### config.mk
export PLATFORM = sky130hd
export DESIGN_NAME = xtea_half_round
export DESIGN_NICKNAME = d
export VERILOG_FILES = /design/src/xtea_pkg.sv /design/src/xtea_half_round.sv
export SDC_FILE = /design/constraint.sdc
export NUM_CORES = 1
export LEC_CHECK = 0
export ABC_AREA = 1
export ABC_CLOCK_PERIOD_IN_PS = 8300
export CAP_MARGIN = 15
export CORE_MARGIN = 2
export CORE_UTILIZATION = 40
export DETAILED_ROUTE_END_ITERATION = 7
export DONT_BUFFER_PORTS = 1
export PLACE_DENSITY = 0.57
export SLEW_MARGIN = 20
export SYNTH_ARGS = -nofsm -noshare
export SYNTH_HDL_FRONTEND = slang
export SYNTH_SLANG_ARGS = --single-unit
export TNS_END_PERCENT = 50
### constraint.sdc
create_clock -name i_clk -period 8.3 [get_ports i_clk]
set_input_delay 0.415 -clock i_clk [delete_from_list [all_inputs] [get_ports i_clk]]
set_output_delay 0.415 -clock i_clk [all_outputs]
set_load 0.03 [all_outputs]
### src/xtea_pkg.sv
// Shared types, constants and round-key helpers for the XTEA block cipher.
// No dependencies.
`timescale 1ns / 1ps
`default_nettype none

package xtea_pkg;

    localparam int ROUND_COUNT = 32;
    localparam int HALF_COUNT  = 2 * ROUND_COUNT;
    localparam int KEY_COUNT   = 4;
    localparam int ADDR_W      = 4;
    localparam int DATA_W      = 32;

    localparam logic [31:0] DELTA_NEG = 32'h61C8_8647;

    typedef enum logic [1:0] {
        KEY_W0 = 2'd0,
        KEY_W1 = 2'd1,
        KEY_W2 = 2'd2,
        KEY_W3 = 2'd3
    } t_key_idx;

    typedef logic [31:0] t_rk_arr [HALF_COUNT];

    typedef struct packed {
        logic        enc;
        logic [31:0] v0;
        logic [31:0] v1;
        logic        last;
    } t_stage;

    typedef struct packed {
        logic [31:0] left;
        logic [31:0] right;
        logic        last;
    } t_result;

    function automatic logic [31:0] mix(input logic [31:0] v);
        return ((v << 4) ^ (v >> 5)) + v;
    endfunction

    // Round sum seen by encrypt half-round j: one delta per completed round,
    // and the odd half already sees the advanced sum.
    function automatic logic [31:0] half_sum(input int j);
        logic [31:0] rnd;
        rnd = 32'((j + 1) >> 1);
        return 32'd0 - rnd * DELTA_NEG;
    endfunction

    // Key word select: low sum bits on even halves, bits 12:11 on odd halves.
    function automatic logic [1:0] half_key_sel(input int j);
        logic [31:0] s;
        s = half_sum(j);
        return (j % 2 == 1) ? s[12:11] : s[1:0];
    endfunction

endpackage

`default_nettype wire

### src/xtea_half_round.sv
// One pipeline stage of the cipher: a single XTEA half-round for either direction.
// Depends on xtea_pkg.
`timescale 1ns / 1ps
`default_nettype none

module xtea_half_round
    import xtea_pkg::*;
(
    input  wire logic        i_clk,
    input  wire logic        i_rst_n,
    input  wire logic        i_adv,
    input  wire logic        i_valid,
    input  wire t_stage      i_data,
    input  wire logic [31:0] i_rk_enc,
    input  wire logic [31:0] i_rk_dec,
    input  wire logic        i_odd,
    output logic             o_valid,
    output t_stage           o_data
);

    logic        r_valid;
    t_stage      r_data;
    t_stage      n_data;
    logic        upd_v0;
    logic [31:0] a_word;
    logic [31:0] b_word;
    logic [31:0] f_word;
    logic [31:0] a_next;

    // Encrypt updates v0 on even halves; decrypt runs the schedule backward.
    assign upd_v0 = i_data.enc ^ i_odd;

    always_comb begin
        a_word = upd_v0 ? i_data.v0 : i_data.v1;
        b_word = upd_v0 ? i_data.v1 : i_data.v0;
        f_word = mix(b_word) ^ (i_data.enc ? i_rk_enc : i_rk_dec);
        a_next = i_data.enc ? (a_word + f_word) : (a_word - f_word);
        n_data = i_data;
        if (upd_v0) begin
            n_data.v0 = a_next;
        end else begin
            n_data.v1 = a_next;
        end
    end

    always_ff @(posedge i_clk) begin
        if (!i_rst_n) begin
            r_valid <= 1'b0;
        end else if (i_adv) begin
            r_valid <= i_valid;
        end
    end

    always_ff @(posedge i_clk) begin
        if (i_adv) begin
            r_data <= n_data;
        end
    end

    assign o_valid = r_valid;
    assign o_data  = r_data;

endmodule

`default_nettype wire

== Yosys cells after proc, flatten, opt, wreduce, memory -nomap -nowiden ==
Cells that the tools add are included.
Word-level totals
  register bits after elaboration: 67
  input port bits: 135
  logic and storage cells: 17
Cells by class
  add/sub/neg operators: 3
  multiplexer cells: 6
  bitwise gates (word level): 3
Operator list (count)
  $mux W32: 6
  $add A32 B32 Y32: 2
  $sub A32 B32 Y32: 1
  $xor A32 B27 Y32: 1
  $xor A32 B32 Y32: 1
  $xor A1 B1 Y1: 1

== Logic depth before layout (Yosys ltp) ==
  word-level depth: 8
  gate-level depth with buffers: 43
  gate-level depth less buffers: 42

== Worst setup path before layout ==
OpenSTA, ideal clock, no wires.
  kind: in2reg
  from: input i_data[65] (netlist name)
  to: register r_data (netlist bit o_data[32]) (data pin)
  arrival time: 5.274 ns
  required time: 8.047 ns
  path slack: 2.772 ns
  stages: 36
  cells stage by stage: inv_2 > buf_6 > nand2_4 > nand2_8 > buf_8 > clkbuf_1 > clkbuf_1 > nand2_1 > nand2_1 > xor2_1 > ha_1 > a21oi_1 > o21ai_0 > a21oi_1 > nor3_1 > a2111oi_0 > nand3_1 > nand2_1 > nand2_1 > nor3_1 > nand3_1 > nand3_1 > nand2_1 > ha_1 > nand2_1 > inv_1 > a221oi_1 > o21ai_0 > a21o_1 > a41oi_1 > nand3b_1 > nand2_1 > inv_1 > nand3_1 > nand3_1 > nand2_1
RTL lines
  start, declared: line xtea_half_round.sv:13  | input wire t_stage i_data,
  end signal, assigned: line xtea_half_round.sv:56  | r_data <= n_data;
  end, declared: line xtea_half_round.sv:22  | t_stage r_data;

==> summary.txt <==
Timing
  – Fmax: 144 MHz
  – Final setup fails: 0
  – Hold Fails Final Rpt: 0
  – Worst Clk Skew: 0 ns
  – Post-route clock period utilization: 0.839
  – Minimum clock period: 6.96 ns
  – Setup TNS: 0 ns
  – RSZ-0062 raised after global routing: no
  – Max_slew headroom: 0.392
  – Tightest Pin Transition: around 0.9 ns
  – Slew Viols, Final: 0

Synthesis
  – FFs w/ async S/R, synth: 0
  – Main synth FF type: edfxtp_1
  – Synth Instances: roughly 1500
  – Sequential cell area fraction in the yosys report: 0.214
  – YS warnings: 0
  – Syn_nets: roughly 1700
  – Top cell type's share of synthesized area: 0.212
  – Mean Syn Cell Area: 6.39 sq um
  – Synth cell types: 56
  – Most instantiated cells after synthesis: 516 x nand2_1, 171 x inv_1, 108 x o21ai_0
  – Count leader, synth: nand2_1
  – Yosys reg bits: 67
  – Largest area contributor in the netlist: edfxtp_1
  – Post-Syn Area: 0.00936 sq mm
  – Post-synth EDFFs: between 60 and 70
  – Top cells by area, synth: edfxtp_1 21%, nand2_1 21%, ha_1 7.9%

GRT
  – Remaining Overflow, GRT: 0
  – Vias in the first global route: 8499
  – Largest net degree at the start of global routing: 92
  – First-pass GRT wire length: about 45000 um
  – Initial antenna violation count: 0
  – Total Routing Usage GR: 0.238

Run
  – Max-Cap Viols: 0

Pwr
  – Clk network pwr share: 0.124
  – Combinational group share of total power: 0.607
  – PD cells: slightly above 300 mW/mm^2
  – Net Sw Frac: 0.535
  – Peak supply drop: 118 uV
  – Seq pwr share: 0.269
  – P_sw: ~1.7 mW
  – Int Power: approximately 1.4 mW
  – Pleak: 4.92 nW

Floorplan
  – Die height: about 160 um
  – Core area: ~0.023 sq mm
  – Die Wd: about 160 um
  – DIE AREA: around 0.025 sq mm
  – Site row count: 55
  – I/O pins: a little over 200
  – Initial core utilization: 0.411

Finish
  – Final instance area: 0.00990 sq mm
  – Ant diodes: 0
  – NumNets Final: approximately 1600
  – Non-filler cells, final: approximately 1800
  – Area Growth Syn to Fin: 5.76%
  – Layout cell share with drive strength beyond 1: 0.0745
  – Util after Layout: 0.434

Critical path
  – CP Class: input pin to flip-flop
  – Req. time, crit path: about 8.4 ns
  – CP max stage delay: approximately 0.49 ns
  – Critical Path Sink Type: flip-flop
  – CP arrival: 7.05 ns
  – Worst path top cell family by delay: simple AND/OR/NAND/NOR gates
  – Crit start category: input pin
  – Slowest-stage cell, CP: buf_4
  – CP dominant cell by count: nand2_1
  – Worst Path Buf+Inv: 4
  – Max FO, Critical Path: 89

Clock tree
  – CTS Root Cell: clkbuf_16
  – H-tree depth: 3
  – Clk slew on worst S/H paths: roughly 0.060 ns
  – Post-CTS Setup Repair Bufs: 0
  – Cts repair resizes: 0
  – TritonCTS clock tree: built
  – Cts bufs inserted: 9
  – Max Root-Sink Buffers: 2
  – Clock sinks: 67
  – Clk_lat worst skew: between 0.3 and 0.4 ns
  – CTS hold repair buffers: 0

Place
  – Routability congestion estimate: around 0.9
  – Placed cell count: ~1700
  – PortBufs: 0
  – Placement Cell Area: 0.00960 sq mm
  – Placed wire-length estimate: around 25000 um

Routing
  – Drt initial violations: 950
  – Final wirelength: 29300 um
  – Antenna-violating nets left: 0
  – # DRC: 0
  – Pre-antenna DRT Iters: 6
  – Vias: 9200
  – DR WL/cell: around 17 um
  – Vias per cell: roughly 5.2

Hold path
  – Worst hold path type: input pin to flip-flop

Run status
  – Status: finished clean
power groups by stage:
| stage | sequential, mW | clock (mW) | combinational, mW |
|---|---|---|---|
| floorplan | 0.824 | 0 | 1.41 |
| global placement | 0.839 | 0 | 1.85 |
| detailed placement | 0.840 | 0 | 1.84 |
| CTS | 0.833 | 0.389 | 1.85 |
| global route | 0.845 | 0.404 | 2.11 |
| finish | 0.830 | 0.382 | 1.87 |
final cells by class:
cell class | count | area [sq um]
clock inverters | 4 | 51.3
well taps | 313 | 392
multi-input cells | 1186 | 6520
fillers | 2432 | 12900
repair buffers | 2 | 15.0
flip-flops and latches | 67 | 2000
clock buffers | 12 | 246
inverters | 179 | 672
per-layer routing:
layer,vias to the layer above,wire length [um],global-route usage
met4,0,534,0.0590
met1,4126,14400,0.361
met5,-,0,0
met2,323,12500,0.362
met3,30,1930,0.0198
li1,4721,-,-
worst register-to-register path, stage by stage, from the launching register on:
cell	delay (ns)
dfxtp_1	0.50
o21ai_0	0.16
a21oi_1	0.12
sequential cells by signal, summed over array words and instances, names as in the netlist:
name,count
o_data,66
o_valid,1
per-stage QoR:
stage	hold WS (ns)	power, mW	setup WS, ns
CTS	0.170	3.07	1.51
detailed placement	0.514	2.68	1.18
global route	0.165	3.36	0.802
floorplan	0.508	2.24	2.77
finish	0.180	3.08	1.34
global placement	0.514	2.69	1.30
kinds of logic after synthesis:
| kind of cell | after synthesis | synth area share |
|---|---|---|
| compound gates | 215 | 0.127 |
| xor+xnor | 108 | 0.109 |
| fa+ha+maj | 60 | 0.0810 |
| buf+inv | 211 | 0.0895 |
| flops | 67 | 0.214 |
| mux | 3 | 0.00321 |
| simple gates | 800 | 0.377 |
path summary, 6_finish.rpt:
kind / startpoint / to / slack [ns] / depth (start not counted)
setup / recovery: i_data[65] / o_data[64] / 1.34 / 33
hold / removal: i_data[0] / o_data[0] / 0.18 / 0
setup reg to reg: o_valid / o_valid / 7.46 / 2
hold reg to reg: o_valid / o_valid / 0.72 / 2
cells in the final DEF, fill, tap and decap left out, drive strengths merged, types with 3 or more instances in the layout:
master / instances
a21o: 5
a21oi: 69
a221oi: 3
a31oi: 6
clkbuf: 12
clkinv: 3
edfxtp: 66
ha: 59
inv: 178
mux2i: 3
nand2: 556
nand3: 89
nand3b: 12
nand4: 16
nor2: 107
nor3: 11
nor4: 3
o21ai: 117
o21bai: 4
or2: 5
xnor2: 42
xor2: 66
Power figures use the tool's default switching activity.
