==> src/xtea_pkg.sv <==
// Shared types, constants and round-key helpers for the XTEA block cipher.
// No dependencies.
`timescale 1ns / 1ps
`default_nettype none

package xtea_pkg;

    localparam int ROUND_COUNT = 32;
    localparam int HALF_COUNT  = 2 * ROUND_COUNT;
    localparam int KEY_COUNT   = 4;
    localparam int ADDR_W      = 4;
    localparam int DATA_W      = 32;

    localparam logic [31:0] DELTA_NEG = 32'h61C8_8647;

    typedef enum logic [1:0] {
        KEY_W0 = 2'd0,
        KEY_W1 = 2'd1,
        KEY_W2 = 2'd2,
        KEY_W3 = 2'd3
    } t_key_idx;

    typedef logic [31:0] t_rk_arr [HALF_COUNT];

    typedef struct packed {
        logic        enc;
        logic [31:0] v0;
        logic [31:0] v1;
        logic        last;
    } t_stage;

    typedef struct packed {
        logic [31:0] left;
        logic [31:0] right;
        logic        last;
    } t_result;

    function automatic logic [31:0] mix(input logic [31:0] v);
        return ((v << 4) ^ (v >> 5)) + v;
    endfunction

    // Round sum seen by encrypt half-round j: one delta per completed round,
    // and the odd half already sees the advanced sum.
    function automatic logic [31:0] half_sum(input int j);
        logic [31:0] rnd;
        rnd = 32'((j + 1) >> 1);
        return 32'd0 - rnd * DELTA_NEG;
    endfunction

    // Key word select: low sum bits on even halves, bits 12:11 on odd halves.
    function automatic logic [1:0] half_key_sel(input int j);
        logic [31:0] s;
        s = half_sum(j);
        return (j % 2 == 1) ? s[12:11] : s[1:0];
    endfunction

endpackage

`default_nettype wire

==> src/xtea_out_buf.sv <==
// Output register with a skid stage; decouples the pipeline from the sink.
// Depends on xtea_pkg.
`timescale 1ns / 1ps
`default_nettype none

module xtea_out_buf
    import xtea_pkg::*;
(
    input  wire logic    i_clk,
    input  wire logic    i_rst_n,
    input  wire logic    i_valid,
    input  wire t_result i_data,
    output logic         o_adv,
    output logic         o_valid,
    output t_result      o_data,
    input  wire logic    i_ready
);

    logic    r_out_v;
    logic    r_skid_v;
    t_result r_out;
    t_result r_skid;
    logic    load_out;
    logic    load_skid;
    logic    drain_skid;

    assign o_adv      = !r_skid_v;
    assign load_out   = !r_skid_v && (!r_out_v || i_ready);
    assign load_skid  = !r_skid_v && r_out_v && !i_ready && i_valid;
    assign drain_skid = r_skid_v && i_ready;

    always_ff @(posedge i_clk) begin
        if (!i_rst_n) begin
            r_out_v  <= 1'b0;
            r_skid_v <= 1'b0;
        end else begin
            if (load_out) begin
                r_out_v <= i_valid;
            end
            if (load_skid) begin
                r_skid_v <= 1'b1;
            end else if (drain_skid) begin
                r_skid_v <= 1'b0;
            end
        end
    end

    always_ff @(posedge i_clk) begin
        if (load_out) begin
            r_out <= i_data;
        end else if (drain_skid) begin
            r_out <= r_skid;
        end
        if (load_skid) begin
            r_skid <= i_data;
        end
    end

    assign o_valid = r_out_v;
    assign o_data  = r_out;

endmodule

`default_nettype wire

==> config.mk <==
export PLATFORM = sky130hd
export DESIGN_NAME = xtea_out_buf
export DESIGN_NICKNAME = d
export VERILOG_FILES = /design/src/xtea_pkg.sv /design/src/xtea_out_buf.sv
export SDC_FILE = /design/constraint.sdc
export NUM_CORES = 1
export LEC_CHECK = 0
export BUFFER_PORTS_ARGS = -buffer_cell sky130_fd_sc_hd__buf_4
export CAP_MARGIN = 15
export CORE_ASPECT_RATIO = 0.7
export CORE_MARGIN = 5
export CORE_UTILIZATION = 52
export DETAILED_ROUTE_END_ITERATION = 12
export PLACE_DENSITY = 0.84
export SLEW_MARGIN = 40
export SYNTH_ARGS = -nofsm -noshare
export SYNTH_HDL_FRONTEND = slang
export SYNTH_SLANG_ARGS = --single-unit
==> constraint.sdc <==
create_clock -name i_clk -period 7.42 [get_ports i_clk]
set_clock_uncertainty 0.15 [all_clocks]
set_input_delay 0.742 -clock i_clk [delete_from_list [all_inputs] [get_ports i_clk]]
set_output_delay 0.742 -clock i_clk [all_outputs]
set_load 0.05 [all_outputs]
== Word level (Yosys, flattened, before mapping) ==
Index checks and enable logic that the tools add are counted.

* Register bits after elaboration: 132
* Input port bits: 69
* Output and inout bits: 67
* Logic and storage cells: 23

* Multiplexer cells: 4
* Reduce and logical (&&, ||, !) cells: 11

{| class="wikitable"
|+ Operators with widths
! cell !! number
|-
| two-way mux 65 bit || 2
|-
| logical AND 1 bit || 5
|-
| nonzero test 2 bit || 2
|-
| logical NOT 1 bit || 3
|-
| two-way mux 1 bit || 2
|-
| logical OR 1 bit || 1
|}

== Longest topological paths before layout ==
* Word-level depth: 5
* Mapped depth: 5
* Gate-level depth less buffers: 3

== Least setup slack after synthesis ==
OpenSTA, ideal clock, no wires.

* Path type: flip-flop to flip-flop
* Start: register r_out_v, in the netlist o_valid
* End: register r_skid[0] (netlist name), enable pin
* Setup time: 0.583 ns
* Arrival time: 5.595 ns
* Required time: 6.687 ns
* Path slack: 1.091 ns
* Cell stages (with the launch flop): 2
* Buffers on the path: 0
* Period minus slack after synthesis: 6.329 ns
* Path through: dfxtp_1 -> nor3b_1

* Word-level cells in the longest chain between the ends: 3

{| class="wikitable"
|+ RTL lines
! what !! RTL line !! source
|-
| start: declaration || xtea_out_buf.sv:19 || <nowiki>logic r_out_v;</nowiki>
|-
| start signal: assignment || xtea_out_buf.sv:38 || <nowiki>r_out_v <= i_valid;</nowiki>
|-
| logical AND 1 bit (3 in a row) || xtea_out_buf.sv:29 || <nowiki>assign load_skid = !r_skid_v && r_out_v && !i_ready && i_valid;</nowiki>
|-
| named net load_skid || xtea_out_buf.sv:24 || <nowiki>logic load_skid;</nowiki>
|-
| end signal: assignment || xtea_out_buf.sv:55 || <nowiki>r_skid <= i_data;</nowiki>
|-
| end: declaration || xtea_out_buf.sv:22 || <nowiki>t_result r_skid;</nowiki>
|}

The timed path passes the listed nets, and every way through them passes these cells.
A chain may end at the register's enable or synchronous reset.

== Worst setup path after layout ==
* Start: input port i_ready
* End: register r_out, in the netlist o_data[5], data pin

* Word-level cells in the longest chain between the ends: 3

{| class="wikitable"
|+ RTL lines
! what !! RTL line !! source
|-
| start: declaration || xtea_out_buf.sv:16 || <nowiki>input wire logic i_ready</nowiki>
|-
| logical OR 1 bit || xtea_out_buf.sv:28 || <nowiki>assign load_out = !r_skid_v && (!r_out_v || i_ready);</nowiki>
|-
| logical AND 1 bit || xtea_out_buf.sv:28 ||
|-
| two-way mux 65 bit || xtea_out_buf.sv:49 || <nowiki>if (load_out) begin</nowiki>
|-
| end signal: assignment || xtea_out_buf.sv:50 || <nowiki>r_out <= i_data;</nowiki>
|-
| end signal: assignment || xtea_out_buf.sv:52 || <nowiki>r_out <= r_skid;</nowiki>
|-
| end: declaration || xtea_out_buf.sv:21 || <nowiki>t_result r_out;</nowiki>
|}

Every way passes these cells.

==> flow_metrics.py <==
metrics = {
    "routing": {
        "drc_errors": 0,
        "num_vias": 2525,
        "wire_per_inst_um": 18.9,
        "ant_nets": 0,
        "firstDrtPassIters": 4,
        "vias_per_cell": 5.01,
        "wirelength_mm": 9.54,
        "drtIter0Drc": 217,
    },
    "global_routing": {
        "grt_pass1_vias": 2622,
        "grt_overflow_total": 0,
        "antenna_found_initial": 0,
        "grt_pass1_wl_mm": 14.4,
        "grt_max_degree": 66,
        "grtUsageTotal_pct": 16.5,
    },
    "finish": {
        "fin_nets": 433,
        "antennaDiodeCount": 0,
        "drive_gt1_share_pct": 59.0,
        "nFillCells": 589,
        "stdcell_area_um2": 6790,
        "area_growth_pct": 34.4,
        "finalNonFillerCells": 504,
    },
    "cts": {
        "cts_root_buffer": "clkbuf_16",
        "clkTransAtPathRegs_ps": 50,
        "post_cts.repair.setup_buffers": 0,
        "cts_resized": 0,
        "tritoncts": "built",
        "hold_buffers": 0,
        "cts-buffers-inserted": 17,
        "clk_latency_ps": 400,
        "cts-htree-levels": 4,
        "clock-sinks": 132,
        "clockBufferDepth": 2,
    },
    "die": {
        "initial_core_util_pct": 52.8,
        "row_count": 30,
        "core_um2": 9570,
        "fp.dieH_um": 92.5,
        "die_width_um": 128,
        "ioPinCount": 136,
        "die-area_um2": 11800,
    },
    "timing": {
        "slew_headroom_pct": 45.7,
        "max_freq_mhz": 464,
        "worst_pin_slew_ps": 814,
        "drv_slew": 0,
        "fin_tns_setup_ps": 0,
        "finalSetupViolations": 0,
        "final.period_utilization_pct": 29.0,
        "finalHoldViolCount": 0,
        "min_period_ps": 2150,
        "grt_setup_unrepaired": "no",
    },
    "critical_path": {
        "crit_fanout": 65,
        "critPathArrivalTime_ps": 2140,
        "cp-end-kind": "register",
        "crit_type": "in -> reg",
        "critPathLaunchType": "input port",
        "worstPathRequired_ps": 7410,
    },
    "yosys": {
        "synthCells": 214,
        "syn_area_um2": 5050,
        "ys_seq_area_share_pct": 78.1,
        "postSynthAreaPerCell_um2": 23.6,
        "syn_nets": 283,
        "ys_types": 15,
        "yosysWarnings": 0,
        "ys_ff_latch": 132,
    },
    "status": {
        "status": "finished clean",
    },
    "power": {
        "peakVddDrop_uv": 194,
        "leakage_nw": 2.80,
        "total_power_mw": 2.08,
        "pwr_density_cell_nw_per_um2": 306,
    },
    "worst_hold_path": {
        "hp-class": "reg -> reg",
    },
    "placement": {
        "placedCellCount": 473,
        "hpwlAfterDp_mm": 6.13,
        "placed_area_um2": 6140,
        "gp_congestion": 0.737,
        "io_buffer_count": 135,
    },
    "flow_run": {
        "maxCapViolations": 0,
    },
}
## worst max-delay path, stage by stage
cell	delay, ps
buf_4	100
inv_2	60
a21oi_4	150
buf_6	640
mux2_1	410
## cell usage in the layout (no fill, tap or decap)
master,Yosys,layout
a21oi_4,1,1
bufinv_16,0,5
clkinv_2,0,3
o21ai_0,2,1
buf_6,0,3
nor3b_2,0,1
o21ai_4,0,1
buf_4,1,135
edfxtp_1,130,130
inv_2,1,1
a21boi_1,1,1
mux2_4,50,50
clkbuf_16,0,17
clkinv_1,0,1
clkinv_4,0,4
nor3b_1,2,1
nand2_1,1,1
dfxtp_1,2,2
mux2_1,15,15
a21oi_1,1,1
clkinvlp_4,0,1
inv_1,1,1
## cells by family (layout without fill, tap and decap cells)
family                 count (synthesis)  after routing  share of synthesized area, %
AOI/OAI and AO/OA                      5              5                         0.768
muxes                                 65             65                          18.2
DFF                                  132            132                          78.1
buffers and inverters                  9            171                          2.58
and+or+nand+nor                        3              3                         0.371
## layer usage
metal / GRT usage [%] / share of wire, % / up-vias
met1: 21.1 / 42 / 1249
met2: 24.2 / 46 / 111
met3: 8.82 / 11 / 11
met5: 0 / 0 / -
li1: - / - / 1154
met4: 5.12 / 1.0 / 0
## registers in the layout, summed over array words and instances, names as in the netlist
name and cells:
o_data 65, r_skid 65, o_valid 1, r_skid_v 1
## cell usage after synthesis, drive strengths merged
library cell / number / area, µm²
buf: 7 / 123
dfxtp: 2 / 40.0
inv: 2 / 7.50
a21oi: 2 / 21.3
nor3b: 2 / 15.0
a21boi: 1 / 7.51
o21ai: 2 / 10.0
nand2: 1 / 3.75
mux2: 65 / 920
edfxtp: 130 / 3900
## through the flow
step / util [%] / setup slack (ps) / hold WS (ps)
2_1_floorplan: - / 1090 / 351
3_3_place_gp: 64.2 / 4710 / 356
6_report: 70.9 / 5270 / 373
4_1_cts: 70.8 / 5280 / 353
5_1_grt: 70.9 / 5230 / 349
3_5_place_dp: 64.2 / 4870 / 362
## final cells by class
cell class	instances	area, µm²	area share (%)
inverter	2	7.51	0.111
clock inverter	14	211	3.11
timing repair buffer	138	1050	15.4
multi-input combinational	73	993	14.6
clock buffer	17	425	6.27
tap	128	160	2.36
sequential	132	3940	58.1
## final timing paths
check	startpoint	end	slack (ps)	cells past startpoint
setup / recovery	i_ready	o_data[5]$_DFFE_PP_	5270	5
setup reg to reg	o_valid$_SDFFE_PN0P_	o_data[5]$_DFFE_PP_	5370	3
hold reg to reg	r_skid[9]$_DFFE_PP_	o_data[9]$_DFFE_PP_	370	1
hold / removal	r_skid[9]$_DFFE_PP_	o_data[9]$_DFFE_PP_	370	1
## power breakdown
group	total, mW	internal [mW]	switching [mW]
registers	0.889	0.873	0.0153
clock network	0.892	0.593	0.299
logic	0.295	0.109	0.186
Note: power is estimated with default switching activity, not from simulation.
